==> src/mbf_pkg.sv <==
// ----------------------------------------------------------------------------
// mbf_pkg
// Shared types and constants for the 40-bit float random generator.
// ----------------------------------------------------------------------------
package mbf_pkg;

  localparam int unsigned FLOAT_W = 40;
  localparam int unsigned EXP_W   = 8;
  localparam int unsigned MANT_W  = 32;

  localparam logic [EXP_W-1:0] EXP_BIAS = 8'h80;
  localparam logic [EXP_W-1:0] EXP_MAX  = 8'hFF;

  localparam logic [FLOAT_W-1:0] MULT_RESET = 40'd653424376320;
  localparam logic [FLOAT_W-1:0] ADD_RESET  = 40'd447428363776;

  localparam int unsigned MUL_STEPS = 40;

  // configuration register indexes
  localparam logic CFG_MULT = 1'b0;
  localparam logic CFG_ADD  = 1'b1;

  localparam logic MODE_NEXT = 1'b0;
  localparam logic MODE_LOAD = 1'b1;

  typedef enum logic [2:0] {
    ST_IDLE,
    ST_MUL,
    ST_NORM1,
    ST_REV,
    ST_NORM2,
    ST_FIN,
    ST_LOAD
  } mbf_state_e;

  // unpacked working mantissa: implicit one, 31 fraction bits, rounding byte
  function automatic logic [FLOAT_W-1:0] unpack_mant(input logic [FLOAT_W-1:0] f);
    unpack_mant = {1'b1, f[30:0], 8'h00};
  endfunction

  function automatic logic [MANT_W-1:0] byte_rev(input logic [MANT_W-1:0] m);
    byte_rev = {m[7:0], m[15:8], m[23:16], m[31:24]};
  endfunction

endpackage

==> src/mbf_in_if.sv <==
// ----------------------------------------------------------------------------
// mbf_in_if
// Request channel: mode and packed seed to load.
// ----------------------------------------------------------------------------
interface mbf_in_if
  import mbf_pkg::*;
();
  logic               valid;
  logic               ready;
  logic               mode;
  logic [FLOAT_W-1:0] load_value;

  modport source (output valid, output mode, output load_value, input ready);
  modport sink   (input valid, input mode, input load_value, output ready);
endinterface

==> src/mbf_out_if.sv <==
// ----------------------------------------------------------------------------
// mbf_out_if
// Result channel: new packed seed and the unrounded value.
// ----------------------------------------------------------------------------
interface mbf_out_if
  import mbf_pkg::*;
();
  logic               valid;
  logic               ready;
  logic [FLOAT_W-1:0] seed_out;
  logic [EXP_W-1:0]   value_exponent;
  logic [MANT_W-1:0]  value_mantissa;
  logic               below_half;

  modport source (output valid, output seed_out, output value_exponent,
                  output value_mantissa, output below_half, input ready);
  modport sink   (input valid, input seed_out, input value_exponent,
                  input value_mantissa, input below_half, output ready);
endinterface

==> src/mbf_float_rnd_generator.sv <==
// ----------------------------------------------------------------------------
// mbf_float_rnd_generator
// Multiplicative random generator on five-byte binary floats.
// ----------------------------------------------------------------------------
//  channel   dir  payload                                         handshake
//  in_i      in   mode, load_value                                valid/ready
//  out_o     out  seed_out, value_exponent, value_mantissa,       valid/ready
//                 below_half
//  cfg       in   cfg_we_i, cfg_idx_i, cfg_wdata_i                write only
//
// Load stores load_value as the seed and returns it. Next runs the 40-step
// shift-and-add multiply on one 40-bit adder, plus two normalizations that
// shift one byte or one bit per cycle; the multiply is skipped (zero seed
// or multiplier exponent, or exponent sum below bias).
// One transaction is in work at a time. Reset clears the seed to zero and
// the constants to their defaults. A stalled result holds in the output
// register; the finishing step waits for the register to free up, and no new
// request is accepted until it has.
// ----------------------------------------------------------------------------
module mbf_float_rnd_generator
  import mbf_pkg::*;
(
  input  logic               clk_i,
  input  logic               rst_ni,
  input  logic               cfg_we_i,
  input  logic               cfg_idx_i,
  input  logic [FLOAT_W-1:0] cfg_wdata_i,
  mbf_in_if.sink             in_i,
  mbf_out_if.source          out_o
);

  mbf_state_e state_q, state_d;

  logic [FLOAT_W-1:0] mult_q, add_q, seed_q, seed_d;
  logic [EXP_W-1:0]   exp_q, exp_d;
  logic [FLOAT_W-1:0] mant_q, mant_d;
  logic [FLOAT_W-1:0] mul_q, mul_d;
  logic [5:0]         cnt_q, cnt_d;

  logic               out_valid_q, out_valid_d;
  logic [FLOAT_W-1:0] out_seed_q, out_seed_d;
  logic [EXP_W-1:0]   out_exp_q, out_exp_d;
  logic [MANT_W-1:0]  out_mant_q, out_mant_d;
  logic               out_half_q, out_half_d;

  logic               in_fire, out_free;
  logic [EXP_W:0]     exp_sum;
  logic [FLOAT_W:0]   acc_sum;
  logic               norm_done;
  logic [EXP_W-1:0]   norm_exp;
  logic [FLOAT_W-1:0] norm_mant;
  logic [EXP_W-1:0]   rev_exp;
  logic [FLOAT_W-1:0] rev_mant;
  logic [MANT_W:0]    rnd_sum;
  logic [EXP_W-1:0]   rnd_exp;
  logic [MANT_W-1:0]  rnd_mant;

  assign in_i.ready = (state_q == ST_IDLE);
  assign in_fire    = in_i.valid && in_i.ready;
  assign out_free   = !out_valid_q || out_o.ready;

  assign out_o.valid          = out_valid_q;
  assign out_o.seed_out       = out_seed_q;
  assign out_o.value_exponent = out_exp_q;
  assign out_o.value_mantissa = out_mant_q;
  assign out_o.below_half     = out_half_q;

  assign exp_sum = {1'b0, seed_q[39:32]} + {1'b0, mult_q[39:32]};

  // shared adder: one multiplier bit per cycle, result shifted right
  assign acc_sum = {1'b0, mant_q} + (mul_q[0] ? {1'b0, unpack_mant(mult_q)} : '0);

  // one normalization step per cycle: byte shift first, then bit shifts
  always_comb begin
    norm_done = (exp_q == '0) || mant_q[FLOAT_W-1];
    norm_exp  = exp_q;
    norm_mant = mant_q;
    if (mant_q[39:32] == '0) begin
      if (exp_q <= 8'd8) begin
        norm_exp = '0;
      end else begin
        norm_exp  = exp_q - 8'd8;
        norm_mant = {mant_q[31:0], 8'h00};
      end
    end else begin
      if (exp_q <= 8'd1) begin
        norm_exp = '0;
      end else begin
        norm_exp  = exp_q - 8'd1;
        norm_mant = {mant_q[38:0], 1'b0};
      end
    end
  end

  // zero product takes the addend; then swap mantissa bytes
  always_comb begin
    rev_exp  = exp_q;
    rev_mant = mant_q;
    if (exp_q == '0 && add_q[39:32] != '0) begin
      rev_exp  = add_q[39:32];
      rev_mant = unpack_mant(add_q);
    end
  end

  assign rnd_sum = {1'b0, mant_q[39:8]} + {{MANT_W{1'b0}}, mant_q[7]};
  always_comb begin
    rnd_exp  = exp_q;
    rnd_mant = rnd_sum[MANT_W-1:0];
    if (rnd_sum[MANT_W]) begin
      rnd_mant = 32'h8000_0000;
      rnd_exp  = exp_q + 8'd1;
    end
  end

  always_comb begin
    state_d     = state_q;
    exp_d       = exp_q;
    mant_d      = mant_q;
    mul_d       = mul_q;
    cnt_d       = cnt_q;
    seed_d      = seed_q;
    out_valid_d = out_valid_q && !out_o.ready;
    out_seed_d  = out_seed_q;
    out_exp_d   = out_exp_q;
    out_mant_d  = out_mant_q;
    out_half_d  = out_half_q;
    case (state_q)
      ST_IDLE: begin
        if (in_fire) begin
          cnt_d = '0;
          if (in_i.mode == MODE_LOAD) begin
            mant_d  = in_i.load_value;
            state_d = ST_LOAD;
          end else begin
            exp_d  = seed_q[39:32];
            mant_d = unpack_mant(seed_q);
            mul_d  = unpack_mant(seed_q);
            if (seed_q[39:32] == '0) begin
              state_d = ST_NORM1;
            end else if (mult_q[39:32] == '0 || exp_sum < 9'(EXP_BIAS)) begin
              exp_d   = '0;
              mant_d  = '0;
              state_d = ST_NORM1;
            end else begin
              exp_d   = (exp_sum - 9'(EXP_BIAS) > 9'(EXP_MAX)) ? EXP_MAX
                        : 8'(exp_sum - 9'(EXP_BIAS));
              mant_d  = '0;
              state_d = ST_MUL;
            end
          end
        end
      end
      ST_MUL: begin
        mant_d = acc_sum[FLOAT_W:1];
        mul_d  = {1'b0, mul_q[FLOAT_W-1:1]};
        cnt_d  = cnt_q + 6'd1;
        if (cnt_q == 6'(MUL_STEPS - 1)) begin
          state_d = ST_NORM1;
        end
      end
      ST_NORM1: begin
        if (norm_done) begin
          state_d = ST_REV;
        end else begin
          exp_d  = norm_exp;
          mant_d = norm_mant;
        end
      end
      ST_REV: begin
        mant_d  = {byte_rev(rev_mant[39:8]), rev_exp};
        exp_d   = EXP_BIAS;
        state_d = ST_NORM2;
      end
      ST_NORM2: begin
        if (norm_done) begin
          state_d = ST_FIN;
        end else begin
          exp_d  = norm_exp;
          mant_d = norm_mant;
        end
      end
      ST_FIN: begin
        if (out_free) begin
          out_valid_d = 1'b1;
          out_exp_d   = exp_q;
          out_half_d  = (exp_q < EXP_BIAS);
          if (exp_q == '0) begin
            out_mant_d = '0;
            seed_d     = '0;
          end else begin
            out_mant_d = mant_q[39:8];
            seed_d     = {rnd_exp, 1'b0, rnd_mant[30:0]};
          end
          out_seed_d = seed_d;
          state_d    = ST_IDLE;
        end
      end
      ST_LOAD: begin
        if (out_free) begin
          seed_d      = mant_q;
          out_valid_d = 1'b1;
          out_seed_d  = mant_q;
          out_exp_d   = '0;
          out_mant_d  = '0;
          out_half_d  = 1'b0;
          state_d     = ST_IDLE;
        end
      end
      default: state_d = ST_IDLE;
    endcase
  end

  always_ff @(posedge clk_i or negedge rst_ni) begin
    if (!rst_ni) begin
      state_q     <= ST_IDLE;
      seed_q      <= '0;
      mult_q      <= MULT_RESET;
      add_q       <= ADD_RESET;
      out_valid_q <= 1'b0;
      cnt_q       <= '0;
    end else begin
      state_q     <= state_d;
      seed_q      <= seed_d;
      out_valid_q <= out_valid_d;
      cnt_q       <= cnt_d;
      if (cfg_we_i) begin
        case (cfg_idx_i)
          CFG_MULT: mult_q <= cfg_wdata_i;
          CFG_ADD:  add_q  <= cfg_wdata_i;
          default:  ;
        endcase
      end
    end
  end

  always_ff @(posedge clk_i) begin
    exp_q      <= exp_d;
    mant_q     <= mant_d;
    mul_q      <= mul_d;
    out_seed_q <= out_seed_d;
    out_exp_q  <= out_exp_d;
    out_mant_q <= out_mant_d;
    out_half_q <= out_half_d;
  end

  // multiply sequencer never runs past its last step
  a_mul_count : assert property (@(posedge clk_i) disable iff (!rst_ni)
    state_q == ST_MUL |-> cnt_q < 6'(MUL_STEPS))
    else $error("multiply step count overrun");

  // an accepted request always starts work
  a_start : assert property (@(posedge clk_i) disable iff (!rst_ni)
    in_fire |=> state_q != ST_IDLE)
    else $error("accepted request dropped");

  // a nonzero exponent result carries a normalized mantissa
  a_norm : assert property (@(posedge clk_i) disable iff (!rst_ni)
    out_valid_q && out_exp_q != '0 |-> out_mant_q[MANT_W-1])
    else $error("result mantissa not normalized");

  // second normalization works from the fixed bias downward
  a_norm2_exp : assert property (@(posedge clk_i) disable iff (!rst_ni)
    state_q == ST_NORM2 |-> exp_q <= EXP_BIAS)
    else $error("exponent above bias after byte swap");

  // result register is only loaded from the finishing states
  a_out_src : assert property (@(posedge clk_i) disable iff (!rst_ni)
    $rose(out_valid_q) |-> $past(state_q) == ST_FIN || $past(state_q) == ST_LOAD)
    else $error("unexpected result write");

endmodule

==> src/flat_wrapper.sv <==
// flat-port wrapper written by rule: the top's interface ports become plain ports
module mbf_float_rnd_generator_flat import mbf_pkg::*;
  (clk_i, rst_ni, cfg_we_i, cfg_idx_i, cfg_wdata_i, in_i_valid, in_i_mode, in_i_load_value, in_i_ready, out_o_valid, out_o_seed_out, out_o_value_exponent, out_o_value_mantissa, out_o_below_half, out_o_ready);
  mbf_in_if in_i_i ();
  mbf_out_if out_o_i ();
  input  logic clk_i;
  input  logic rst_ni;
  input  logic cfg_we_i;
  input  logic cfg_idx_i;
  input  logic [FLOAT_W-1:0] cfg_wdata_i;
  input wire logic [$bits(in_i_i.valid)-1:0] in_i_valid;
  input wire logic [$bits(in_i_i.mode)-1:0] in_i_mode;
  input wire logic [$bits(in_i_i.load_value)-1:0] in_i_load_value;
  output wire logic [$bits(in_i_i.ready)-1:0] in_i_ready;
  output wire logic [$bits(out_o_i.valid)-1:0] out_o_valid;
  output wire logic [$bits(out_o_i.seed_out)-1:0] out_o_seed_out;
  output wire logic [$bits(out_o_i.value_exponent)-1:0] out_o_value_exponent;
  output wire logic [$bits(out_o_i.value_mantissa)-1:0] out_o_value_mantissa;
  output wire logic [$bits(out_o_i.below_half)-1:0] out_o_below_half;
  input wire logic [$bits(out_o_i.ready)-1:0] out_o_ready;
  assign in_i_i.valid = in_i_valid;
  assign in_i_i.mode = in_i_mode;
  assign in_i_i.load_value = in_i_load_value;
  assign in_i_ready = in_i_i.ready;
  assign out_o_valid = out_o_i.valid;
  assign out_o_seed_out = out_o_i.seed_out;
  assign out_o_value_exponent = out_o_i.value_exponent;
  assign out_o_value_mantissa = out_o_i.value_mantissa;
  assign out_o_below_half = out_o_i.below_half;
  assign out_o_i.ready = out_o_ready;
  mbf_float_rnd_generator u_core (.clk_i(clk_i), .rst_ni(rst_ni), .cfg_we_i(cfg_we_i), .cfg_idx_i(cfg_idx_i), .cfg_wdata_i(cfg_wdata_i), .in_i(in_i_i), .out_o(out_o_i));
endmodule
==> config.mk <==
export PLATFORM = sky130hd
export DESIGN_NAME = mbf_float_rnd_generator_flat
export DESIGN_NICKNAME = d
export VERILOG_FILES = /design/src/mbf_pkg.sv /design/src/mbf_in_if.sv /design/src/mbf_out_if.sv /design/src/mbf_float_rnd_generator.sv /design/src/flat_wrapper.sv
export SDC_FILE = /design/constraint.sdc
export NUM_CORES = 1
export LEC_CHECK = 0
export BUFFER_PORTS_ARGS = -buffer_cell sky130_fd_sc_hd__buf_2
export CORE_UTILIZATION = 57
export DETAILED_ROUTE_END_ITERATION = 8
export GPL_ROUTABILITY_DRIVEN = 1
export MAX_ROUTING_LAYER = met4
export PLACE_DENSITY_LB_ADDON = 0.3
export SLEW_MARGIN = 10
export SYNTH_ARGS = -nofsm -noshare
export SYNTH_HDL_FRONTEND = slang
export SYNTH_SLANG_ARGS = --single-unit
==> constraint.sdc <==
create_clock -name clk_i -period 7.4 [get_ports clk_i]
set_clock_uncertainty 0.2 [all_clocks]
set_input_delay 0 -clock clk_i [delete_from_list [all_inputs] [get_ports clk_i]]
set_output_delay 0 -clock clk_i [all_outputs]
set_load 0.03 [all_outputs]
==> key figures, run 1 <==
Outcome
  • Status: completed

STA
  • TNS Setup: 0 ps
  • Achievable Freq: 218 MHz
  • RSZ-0062 raised after global routing: no
  • Final worst path period share: 61.9%
  • Slew headroom: 21.6%
  • Final setup vio count: 0
  • Final min period: 4580 ps
  • Slew Limit Fails: 0
  • Final count of hold timing violations: 0
  • Worst Max-Slew Pin Slew: 1170 ps

CTS
  • CTS buffer count: 31
  • Setup bufs post-CTS: 0
  • CTS resizes: 0
  • Clk Tree Root Cell: clkbuf_16
  • Clk slew on worst S/H paths: 70 ps
  • Hold-fix buffers, CTS: 98
  • Worst skew pair latency: 580 ps
  • Htree depth: 1
  • CTS tree: yes
  • Clock sink total: 296
  • CTS max path bufs: 3

Die
  • Initial core utilization: 57.9%
  • Die X-Extent: 173 microns
  • Io pins: 170
  • Vert. Die Dim: 173 microns
  • Die ar.: 0.0298 sq mm
  • Row cnt: 62
  • Core ar.: 0.0287 sq mm

Power
  • Pwr Density: 475 mW/mm^2
  • Peak supply drop: 282 uV
  • Total power: 9.41 mW
  • Leak pwr: 8.00 nW

Drt
  • DR vias: 14059
  • Post-route ant nets: 0
  • Final Routed Wirelength: 53400 microns
  • DR WL/cell: 23.9 microns
  • DRC viols: 0
  • First drt pass iteration count: 6
  • DR iter-0 viols: 1638
  • DR vias/cell: 6.29

Setup path
  • Most frequent CP cell: o21ai_0
  • Worst-path cell chain: buf_4 -> and2_1 -> ha_1 -> a2111oi_2 -> o21ai_0 -> a21oi_1 -> o21ai_0 -> a2111oi_0 -> or4_1 -> o211ai_1
  • Critical Path RT: 7520 ps
  • Critical path type: reg -> reg
  • CP max stage delay: 900 ps
  • WP data arrival: 4700 ps
  • Startpoint types: flop
  • Crit end category: flop
  • Critical path's slowest cell: a2111oi_0
  • Max FO, Critical Path: 32

Placed design
  • Input/output buffers: 168
  • Hpwl dp: 36500 microns
  • GPL Wtd Cong: 0.963

GRT
  • First-pass GRT wire length: 81700 microns
  • Largest net degree at the start of global routing: 74
  • All-layer global routing usage: 36.9%
  • Vias in the first global route: 13590
  • Gr ovfl total: 0
  • Antenna violations before repair: 0

Yosys
  • Post-Synthesis Cell Area: 0.0166 sq mm
  • Post-synth cell types: 73
  • Primary FF master, synth: edfxtp_1
  • Synth async-reset ratio: 42.9%
  • Synthesized flop and latch total: 296
  • Post-synth EDFFs: 169
  • Seq/Total Area, Yosys: 49.9%
  • Synth Instances: 1608
  • Mean Syn Cell Area: 10.3 sq um
  • Synth warnings: 0
  • Syn_nets: 1748

Cells and area
  • Layout Nets: 1966
  • P&R area growth vs syn: 19.3%
  • Diodes inserted: 0
  • Layout Utilization: 69.0%
  • Layout cells sized above 1: 21.3%

Flow run
  • Max_cap viols: 0

Hold path
  • Hold WC Path Type: in -> reg
where the power goes:
| group | total (mW) | switching [mW] | leakage [nW] | internal, mW |
|---|---|---|---|---|
| clock network | 1.60 | 0.671 | 0.508 | 0.929 |
| registers | 3.45 | 0.762 | 3.10 | 2.69 |
| logic | 4.36 | 2.79 | 4.39 | 1.57 |
final timing paths:
| check | from | endpoint | slack, ps | cells past startpoint |
|---|---|---|---|---|
| setup / recovery | u_core.mul_q[0]$_SDFFCE_PN0P_ | u_core.mant_q[38]$_DFFE_PP_ | 2820 | 10 |
| hold / removal | cfg_wdata_i[10] | u_core.add_q[10]$_DFFE_PN1P_ | 9 | 3 |
| setup reg to reg | u_core.mul_q[0]$_SDFFCE_PN0P_ | u_core.mant_q[38]$_DFFE_PP_ | 2820 | 10 |
| hold reg to reg | u_core.mult_q[18]$_DFFE_PN0P_ | u_core.mult_q[18]$_DFFE_PN0P_ | 300 | 1 |
| max in group asynchronous | rst_ni | u_core.add_q[7]$_DFFE_PN0P_ | 5580 | 4 |
| min in group asynchronous | rst_ni | u_core.add_q[38]$_DFFE_PN1P_ | 400 | 3 |
synth_stat cells, types with 26 or more instances:
cell	number	share of area, %
nand2_1	241	5.4
nor2_1	86	1.9
dfrtp_1	101	15
dfstp_2	26	4.1
mux2i_1	37	2.2
and2_1	77	2.9
clkbuf_1	75	1.7
xnor2_1	36	1.9
nand3_1	35	1.1
o21ai_0	82	2.5
ha_1	51	3.8
mux2_2	107	7.3
inv_1	34	0.77
a21oi_1	112	3.4
edfxtp_1	169	31
per-layer routing:
metal,part of all wire (%),GRT usage (%)
met1,43,52.9
met2,43,53.3
met3,11,6.66
met4,3.6,12.0
met5,0,-
stage by stage:
stage          hold slack [ps]  setup slack [ps]  cells  instance area (sq um)
4_1_cts                 0.0828              2970   2235                  19800
5_1_grt                   11.2              2770   2235                  19800
2_1_floorplan             -496              2820   1608                  16600
3_3_place_gp             -84.7              3090   2079                  17800
3_5_place_dp             -74.9              3010   2079                  17800
6_report                  9.46              2820   2235                  19800
layout by cell type (no fill, tap or decap), drive strengths merged, types with 24 or more instances in the layout:
cell type / Yosys / layout
mux2i: 37 / 37
edfxtp: 169 / 169
and2: 77 / 77
xnor2: 36 / 36
inv: 34 / 37
xor2: 24 / 24
nor2: 86 / 86
clkbuf: 76 / 43
ha: 51 / 51
dfstp: 26 / 26
dlygate4sd3: 0 / 97
nand3: 35 / 35
mux2: 107 / 107
o21ai: 84 / 84
buf: 29 / 193
dfrtp: 101 / 101
nand2: 241 / 241
a21oi: 112 / 112
state kept, by name, indices dropped and copies added (netlist names), 8 cells and up:
name	flops
u_core.exp_q	8
u_core.out_o.seed_out	40
u_core.mant_q	40
u_core.mult_q	39
u_core.out_o.value_exponent	8
u_core.out_o.value_mantissa	32
u_core.add_q	39
u_core.seed_q	39
u_core.mul_q	40
logic make-up after synthesis:
logic type | share of synthesized area [%]
buffers and inverters | 3.31
AOI/OAI and AO/OA | 14.2
adders and majority gates | 4.08
DFF | 49.9
xor gates and xnor gates | 3.16
muxes | 9.49
and+or+nand+nor | 15.8
area by class of cell:
| cell class | instances | area, sq um |
|---|---|---|
| well taps | 384 | 480 |
| clock inverters | 15 | 188 |
| flip-flops and latches | 296 | 8290 |
| fillers | 2173 | 8900 |
| inverters | 34 | 130 |
| clock buffers | 43 | 862 |
| multi-input cells | 1173 | 7830 |
| repair buffers | 290 | 2020 |
critical path: cells and delay by family (launching register included):
family	cells	cell delay [ps]
buffers and inverters	1	240
AO/OA/AOI/OAI	6	2660
flip-flops	1	380
adder cells (fa/ha/maj)	1	360
AND/OR/NAND/NOR	2	420
No activity file was read; power rests on OpenSTA's default activity.
==> run 2: changes to the inputs <==
--- a/config.mk
+++ b/config.mk
@@ -6,7 +6,7 @@
 export NUM_CORES = 1
 export LEC_CHECK = 0
 export BUFFER_PORTS_ARGS = -buffer_cell sky130_fd_sc_hd__buf_2
-export CORE_UTILIZATION = 57
+export CORE_UTILIZATION = 54
 export DETAILED_ROUTE_END_ITERATION = 8
 export GPL_ROUTABILITY_DRIVEN = 1
 export MAX_ROUTING_LAYER = met4
==> constraint.sdc (replaced) <==
create_clock -name clk_i -period 3.9 [get_ports clk_i]
set_clock_uncertainty 0.2 [all_clocks]
set_input_delay 0 -clock clk_i [delete_from_list [all_inputs] [get_ports clk_i]]
set_output_delay 0 -clock clk_i [all_outputs]
set_load 0.03 [all_outputs]
==> run 2 against run 1 <==
- register-to-register slack got worse by 2500 ps
- core utilization fell by 1.1 points
- maximum frequency rose by 27%
- worst setup slack got worse by 2500 ps
- critical path type unchanged
==> key figures, run 2 (synthesized netlist as in run 1, its figures left out) <==
Outcome
  • Status: completed

Drt
  • DR iter-0 viols: 2092 (+28%)
  • DR WL/cell: 23.9 microns (+0.18%)
  • Post-route ant nets: 0 (unchanged)
  • Final Routed Wirelength: 55000 microns (+3.0%)
  • DR vias/cell: 6.26 (-0.55%)
  • DRC viols: 0 (unchanged)
  • DR vias: 14376 (+2.3%)
  • First drt pass iteration count: 6 (unchanged)

Setup path
  • CP delay by family, top: compound AO/OA/AOI/OAI gates
  • Critical path's slowest cell: or3b_1
  • Critical Path Stages: 10 (unchanged)
  • Buffers & Inverters on Critical Path: 2 (+1)
  • Max FO, Critical Path: 22 (-31%)
  • CP startpoint: u_core.exp_q[0]$_DFFE_PP_
  • WP data arrival: 3770 ps (-930 ps)
  • Worst R2R Setup Slack: 290 ps (-2530 ps)
  • Startpoint types: flop
  • CP max stage delay: 530 ps (-370 ps)
  • Worst r2r src: u_core.exp_q[0]$_DFFE_PP_
  • Critical Path RT: 4060 ps (-3460 ps)
  • Worst R2R End: u_core.mant_q[11]$_DFFE_PP_
  • Crit end category: flop
  • Worst-path cell chain: inv_1 -> ha_1 -> or3b_1 -> a211oi_4 -> buf_12 -> mux2i_1 -> mux2_2 -> a22oi_1 -> nor2_1 -> a211oi_1
  • Path depth of the worst reg2reg path: 10 (unchanged)
  • Critical path type: reg -> reg
  • CP endpoint: u_core.mant_q[11]$_DFFE_PP_

CTS
  • Clock sink total: 296 (unchanged)
  • Clk slew on worst S/H paths: 70 ps (about the same)
  • CTS buffer count: 31 (unchanged)
  • CTS max path bufs: 3 (unchanged)
  • Clk Tree Root Cell: clkbuf_16
  • Htree depth: 1 (unchanged)
  • CTS tree: yes
  • Worst skew pair latency: 580 ps (about the same)

Placed design
  • GPL Wtd Cong: 0.998 (+3.7%)
  • Hpwl dp: 38700 microns (+6.2%)
  • Input/output buffers: 168 (unchanged)
  • DP Worst Slack: 226 ps (-2790 ps)

STA
  • Final worst slack: 291 ps (-2530 ps)
  • Final min period: 3610 ps (-971 ps)
  • Slew Limit Fails: 0 (unchanged)
  • Slew headroom: 32.7% (+11 points)
  • Achievable Freq: 277 MHz (+27%)
  • Final count of hold timing violations: 0 (unchanged)
  • Worst Max-Slew Pin Slew: 1010 ps (-167 ps)
  • Final setup vio count: 0 (unchanged)
  • Final worst path period share: 92.5% (+31 points)
  • RSZ-0062 raised after global routing: no
  • TNS Setup: 0 ps (unchanged)
  • Worst hold slack: 13.9 ps (+4.43 ps)

Die
  • Die X-Extent: 177 microns (+2.7%)
  • Initial core utilization: 55.4% (-2.4 points)
  • Die ar.: 0.0315 sq mm (+5.5%)
  • Core ar.: 0.0300 sq mm (+4.4%)
  • Row cnt: 63 (+1.6%)
  • Io pins: 170 (unchanged)
  • Vert. Die Dim: 177 microns (+2.7%)

Power
  • Total power: 18.5 mW (+96%)
  • Peak supply drop: 537 uV (+90%)
  • Pwr Density: 907 mW/mm^2 (+91%)
  • Leak pwr: 8.30 nW (+3.8%)

GRT
  • Gr ovfl total: 0 (unchanged)
  • First-pass GRT wire length: 82200 microns (+0.65%)
  • All-layer global routing usage: 36.1% (-0.87 points)
  • Antenna violations before repair: 0 (unchanged)
  • Largest net degree at the start of global routing: 121 (+64%)
  • Vias in the first global route: 13574 (-0.12%)

Cells and area
  • Fillers: 2286 (+5.2%)
  • Commonest non-fill, non-tap cell in the layout: nand2_1
  • Layout cells sized above 1: 23.6% (+2.4 points)
  • Diodes inserted: 0 (unchanged)
  • P&R area growth vs syn: 22.5%
  • Layout Nets: 2023 (+2.9%)
  • Commonest non-fill, non-tap cells in the layout: 240 x nand2_1, 169 x edfxtp_1, 167 x buf_2

Hold path
  • Hold WC Path Type: in -> reg

Flow run
  • Max_cap viols: 0 (unchanged)
-- run 2: cell types whose count changed in the layout (fill, tap and decap cells not counted), sizes merged --
cell	previous run	this run
clkbuf	43	41
dlygate4sd3	97	100
clkinvlp	2	4
inv	37	35
buf	193	247
bufinv	3	4
clkinv	7	8
-- run 2: report_power, final --
| part | switching (mW) | leakage, nW | total (mW) | internal, mW |
|---|---|---|---|---|
| combinational | 5.78 | 4.69 | 9.14 | 3.35 |
| clock | 1.28 | 0.509 | 3.09 | 1.81 |
| sequential | 1.14 | 3.10 | 6.22 | 5.09 |
| total | 8.20 | 8.30 | 18.5 | 10.3 |
-- run 2: how the worst min path moves through the flow --
stage	startpoint	to	depth (start not counted)
finish	cfg_wdata_i[23]	u_core.mult_q[23]$_DFFE_PN0P_	3
global route	cfg_wdata_i[13]	u_core.mult_q[13]$_DFFE_PN1P_	3
CTS	cfg_wdata_i[7]	u_core.mult_q[7]$_DFFE_PN0P_	3
detailed placement	rst_ni	u_core.add_q[20]$_DFFE_PN0P_	1
global placement	rst_ni	u_core.add_q[20]$_DFFE_PN0P_	1
floorplan	rst_ni	u_core.add_q[0]$_DFFE_PN0P_	0
-- run 2: area by class of cell --
type / instances / area, sq um / share of cell area (%)
clock buffer: 41 / 855 / 4.20
clock inverter: 17 / 213 / 1.05
inverter: 34 / 130 / 0.640
multi-input combinational: 1173 / 7840 / 38.5
sequential: 296 / 8290 / 40.7
tap: 390 / 488 / 2.40
timing repair buffer: 347 / 2530 / 12.4
-- run 2: worst reg2reg max path: stages, from the launching register on --
cell      delay [ps]
edfxtp_1         510
inv_1            230
ha_1             240
or3b_1           530
a211oi_4         330
buf_12           260
mux2i_1          190
mux2_2           340
a22oi_1          190
nor2_1            70
a211oi_1         330
-- run 2: timing repair --
action,CTS,global route
hold buffers,102,0
hold endpoints to repair,204,0
buffers inserted,0,1
gates resized for setup,0,2
setup endpoints to repair,0,6
-- run 2: layer usage --
metal  share of wire [%]  wire, microns  up-vias  global-route usage (%)
met5                   0              0        -                       -
met4                 3.4           1850        0                    10.8
met3                  11           6090      136                    6.11
met2                  43          23800      904                    52.1
met1                  42          23300     6914                    52.0
li1                    -              -     6422                       -
-- run 2: per-stage QoR --
stage	cell area (sq um)	utilization (%)	std cells
6_report	20300	67.9	2298
5_1_grt	20300	67.9	2298
4_1_cts	20300	67.8	2297
3_5_place_dp	18200	60.8	2137
3_3_place_gp	18200	60.8	2137
2_1_floorplan	16600	-	1608
==> run 3: changes to the inputs <==
--- a/config.mk
+++ b/config.mk
@@ -5,8 +5,9 @@
 export SDC_FILE = /design/constraint.sdc
 export NUM_CORES = 1
 export LEC_CHECK = 0
+export ABC_AREA = 1
 export BUFFER_PORTS_ARGS = -buffer_cell sky130_fd_sc_hd__buf_2
-export CORE_UTILIZATION = 54
+export CORE_UTILIZATION = 55
 export DETAILED_ROUTE_END_ITERATION = 8
 export GPL_ROUTABILITY_DRIVEN = 1
 export MAX_ROUTING_LAYER = met4
==> run 3 against run 2 <==
- die area grew 5.5%
- synthesized cell count rose by 40%
- via count up 19%
- critical path type unchanged
- largest cell class unchanged
- highest routed layer unchanged
==> key figures, run 3 <==
Outcome
  • Status: completed

Yosys
  • Synthesized flop and latch total: 296 (unchanged)
  • Seq/Total Area, Yosys: 46.4% (-3.5 points)
  • Mean Syn Cell Area: 7.90 sq um (-23%)
  • Synth cell count leaders: 724 x nand2_1, 279 x inv_1, 185 x nor2_1, 169 x edfxtp_1, 145 x o21ai_0
  • Largest family of logic cells by synthesized area: simple AND/OR/NAND/NOR gates
  • Post-Synthesis Cell Area: 0.0178 sq mm (+7.5%)
  • Post-synthesis adder-cell area fraction: 3.80% (-0.28 points)
  • Synth Instances: 2258 (+40%)
  • Syn_nets: 2398 (+37%)
  • Top cell type's share of synthesized area: 28.4% (-2.1 points)
  • Simple-gate share of the synthesized area: 27.9% (+12 points)
  • Most common cell in the netlist: nand2_1
  • Synth async-reset ratio: 42.9% (unchanged)
  • Primary FF master, synth: edfxtp_1
  • Top cells by area, synth: edfxtp_1 28%, nand2_1 15%, dfrtp_1 14%
  • Xor/xnor share of the synthesized area: 1.72% (-1.4 points)
  • Post-synth EDFFs: 169 (unchanged)
  • Cell taking the most area after synthesis: edfxtp_1
  • Synth warnings: 0 (unchanged)
  • Multiplexer share of the synthesized area: 0.0631% (-9.4 points)
  • Post-synth cell types: 59 (-19%)
  • Compound-Gate Fraction of Synth Area: 11.6% (-2.7 points)

CTS
  • CTS buffer count: 31 (unchanged)
  • Clk slew on worst S/H paths: 70 ps (about the same)
  • CTS max path bufs: 3 (unchanged)
  • CTS resizes: 0 (unchanged)
  • Clk Tree Root Cell: clkbuf_16
  • Hold-fix buffers, CTS: 104 (+2.0%)
  • CTS tree: yes
  • Worst skew pair latency: 590 ps (about the same)
  • Htree depth: 1 (unchanged)
  • Clock sink total: 296 (unchanged)
  • Setup bufs post-CTS: 0 (unchanged)

Placed design
  • GPL Wtd Cong: 1.02 (+2.4%)
  • Area post-placement: 0.0190 sq mm (+4.4%)
  • Hpwl dp: 46800 microns (+21%)
  • Input/output buffers: 168 (unchanged)

Cells and area
  • Layout cells sized above 1: 13.8% (-9.9 points)
  • P&R area growth vs syn: 18.6%
  • Fillers: 2615 (+14%)
  • Post-route cell area: 0.0212 sq mm (+4.1%)
  • Layout Utilization: 66.7% (-1.2 points)
  • Commonest non-fill, non-tap cells in the layout: 722 x nand2_1, 279 x inv_1, 184 x nor2_1
  • Commonest non-fill, non-tap cell in the layout: nand2_1
  • Layout Nets: 2647 (+31%)

GRT
  • Gr ovfl total: 0 (unchanged)
  • All-layer global routing usage: 39.9% (+3.8 points)
  • Largest net degree at the start of global routing: 107 (-12%)
  • First-pass GRT wire length: 95700 microns (+16%)
  • Vias in the first global route: 16141 (+19%)
  • Antenna violations before repair: 1 (+1)

Setup path
  • Buffers & Inverters on Critical Path: 3 (+1)
  • Crit end category: flop
  • Max FO, Critical Path: 40 (+82%)
  • CP delay by family, top: buffers and inverters
  • WP data arrival: 3220 ps (-550 ps)
  • CP max stage delay: 570 ps (+40 ps)
  • Critical path type: reg -> reg
  • Worst-path cell chain: inv_1 -> nand4_1 -> nor2_4 -> nor2_4 -> inv_1 -> o21ai_0 -> a211oi_4 -> buf_4
  • Critical Path RT: 3910 ps (-150 ps)
  • Critical path's slowest cell: edfxtp_1
  • Startpoint types: flop

Drt
  • DRC viols: 0 (unchanged)
  • DR iter-0 viols: 2399 (+15%)
  • DR vias/cell: 5.85 (-6.5%)
  • Final Routed Wirelength: 64100 microns (+17%)
  • Post-route ant nets: 0 (unchanged)
  • DR WL/cell: 21.8 microns (-8.8%)
  • First drt pass iteration count: 6 (unchanged)
  • DR vias: 17169 (+19%)

Die
  • Die ar.: 0.0332 sq mm (+5.5%)
  • Core ar.: 0.0317 sq mm (+5.9%)
  • Vert. Die Dim: 182 microns (+2.7%)
  • Row cnt: 65 (+3.2%)
  • Die X-Extent: 182 microns (+2.7%)
  • Io pins: 170 (unchanged)
  • Initial core utilization: 56.3% (+0.83 points)

Power
  • Int Pwr: 9.17 mW (-11%)
  • Switching share of power: 47.1% (+2.6 points)
  • Clk pwr share: 18.5% (+1.7 points)
  • Peak supply drop: 508 uV (-5.3%)
  • Pwr Density: 818 mW/mm^2 (-9.8%)
  • Leak pwr: 10.1 nW (+22%)
  • Sequential power share: 34.6% (+0.9 points)
  • NetSw: 8.15 mW (-0.58%)
  • Logic pwr share: 46.9% (-2.6 points)

STA
  • Slew headroom: 33.6% (+0.87 points)
  • Worst hold slack: 22.8 ps (+8.92 ps)
  • RSZ-0062 raised after global routing: no
  • Final worst path period share: 82.1% (-10 points)
  • Final setup vio count: 0 (unchanged)
  • Final count of hold timing violations: 0 (unchanged)
  • Achievable Freq: 312 MHz (+13%)
  • TNS Setup: 0 ps (unchanged)
  • Worst Max-Slew Pin Slew: 987 ps (-18.7 ps)
  • Slew Limit Fails: 0 (unchanged)
  • Final min period: 3200 ps (-405 ps)

Flow run
  • Max_cap viols: 0 (unchanged)

Hold path
  • Hold WC Path Type: in -> reg
run 3: cell count changes in the layout (fill, tap and decap cells not counted), moves of 28 or more:
cell and delta:
nand2_1 +482, inv_1 +247, mux2_2 -107, nor2_1 +99, nand3_1 +91, and2_1 -73
o21ai_0 +63, buf_4 -52, a21oi_1 -42, mux2i_1 -37, xnor2_1 -31, o21ai_1 +28
run 3: worst reg2reg max path, stage by stage (launching register included):
cell and delay, ps:
edfxtp_1 570, inv_1 370, nand4_1 210, nor2_4 330
nor2_4 50, inv_1 200, o21ai_0 170, a211oi_4 180
buf_4 510
run 3: final timing paths:
path | start | end | slack, ps | depth (start not counted)
max | u_core.mant_q[34]$_DFFE_PP_ | u_core.mant_q[37]$_DFFE_PP_ | 700 | 8
min | cfg_wdata_i[15] | u_core.mult_q[15]$_DFFE_PN1P_ | 20 | 4
max reg2reg | u_core.mant_q[34]$_DFFE_PP_ | u_core.mant_q[37]$_DFFE_PP_ | 700 | 8
min reg2reg | u_core.mult_q[20]$_DFFE_PN0P_ | u_core.mult_q[20]$_DFFE_PN0P_ | 280 | 2
max in group asynchronous | rst_ni | u_core.add_q[23]$_DFFE_PN1P_ | 2710 | 4
min in group asynchronous | rst_ni | u_core.mult_q[36]$_DFFE_PN1P_ | 360 | 3
run 3: metal layers:
layer | track usage, % | part of all wire, % | wire [microns] | vias to the layer above
li1 | - | - | - | 7897
met1 | 54.7 | 41 | 26100 | 8035
met2 | 60.5 | 44 | 28200 | 1065
met3 | 7.04 | 11 | 7290 | 172
met4 | 12.5 | 3.9 | 2480 | 0
met5 | - | 0 | 0 | -
run 3: cell families (layout without fill, tap and decap cells):
kind of cell	Yosys count	count (layout)
muxes	1	1
and+or+nand+nor	1160	1160
DFF	296	296
adders and majority gates	53	53
buffers and inverters	371	645
xor gates and xnor gates	35	35
other	0	1
AOI/OAI and AO/OA	342	342
run 3: layout make-up:
class	instances	area, sq um	area share, %
antenna	1	2.50	0.0118
clock buffer	43	901	4.26
clock inverter	15	211	0.999
inverter	293	1100	5.20
multi-input combinational	1591	8080	38.1
sequential	296	8290	39.1
tap	402	503	2.38
timing repair buffer	294	2090	9.88
run 3: power by group through the flow:
stage / combinational (mW) / clock [mW] / sequential, mW
floorplan: 5.05 / 0 / 5.89
global placement: 7.62 / 0 / 5.93
detailed placement: 7.72 / 0 / 5.95
CTS: 7.87 / 3.22 / 5.90
global route: 8.79 / 3.33 / 6.03
finish: 8.13 / 3.21 / 5.99
run 3: through the flow:
step / power, mW / setup WS, ps / instances
after floorplan: 10.9 / 312 / 2258
after global placement: 13.5 / 833 / 2772
after detailed placement: 13.7 / 837 / 2772
after CTS: 17.0 / 766 / 2934
after global routing: 18.1 / 484 / 2935
final: 17.3 / 697 / 2935
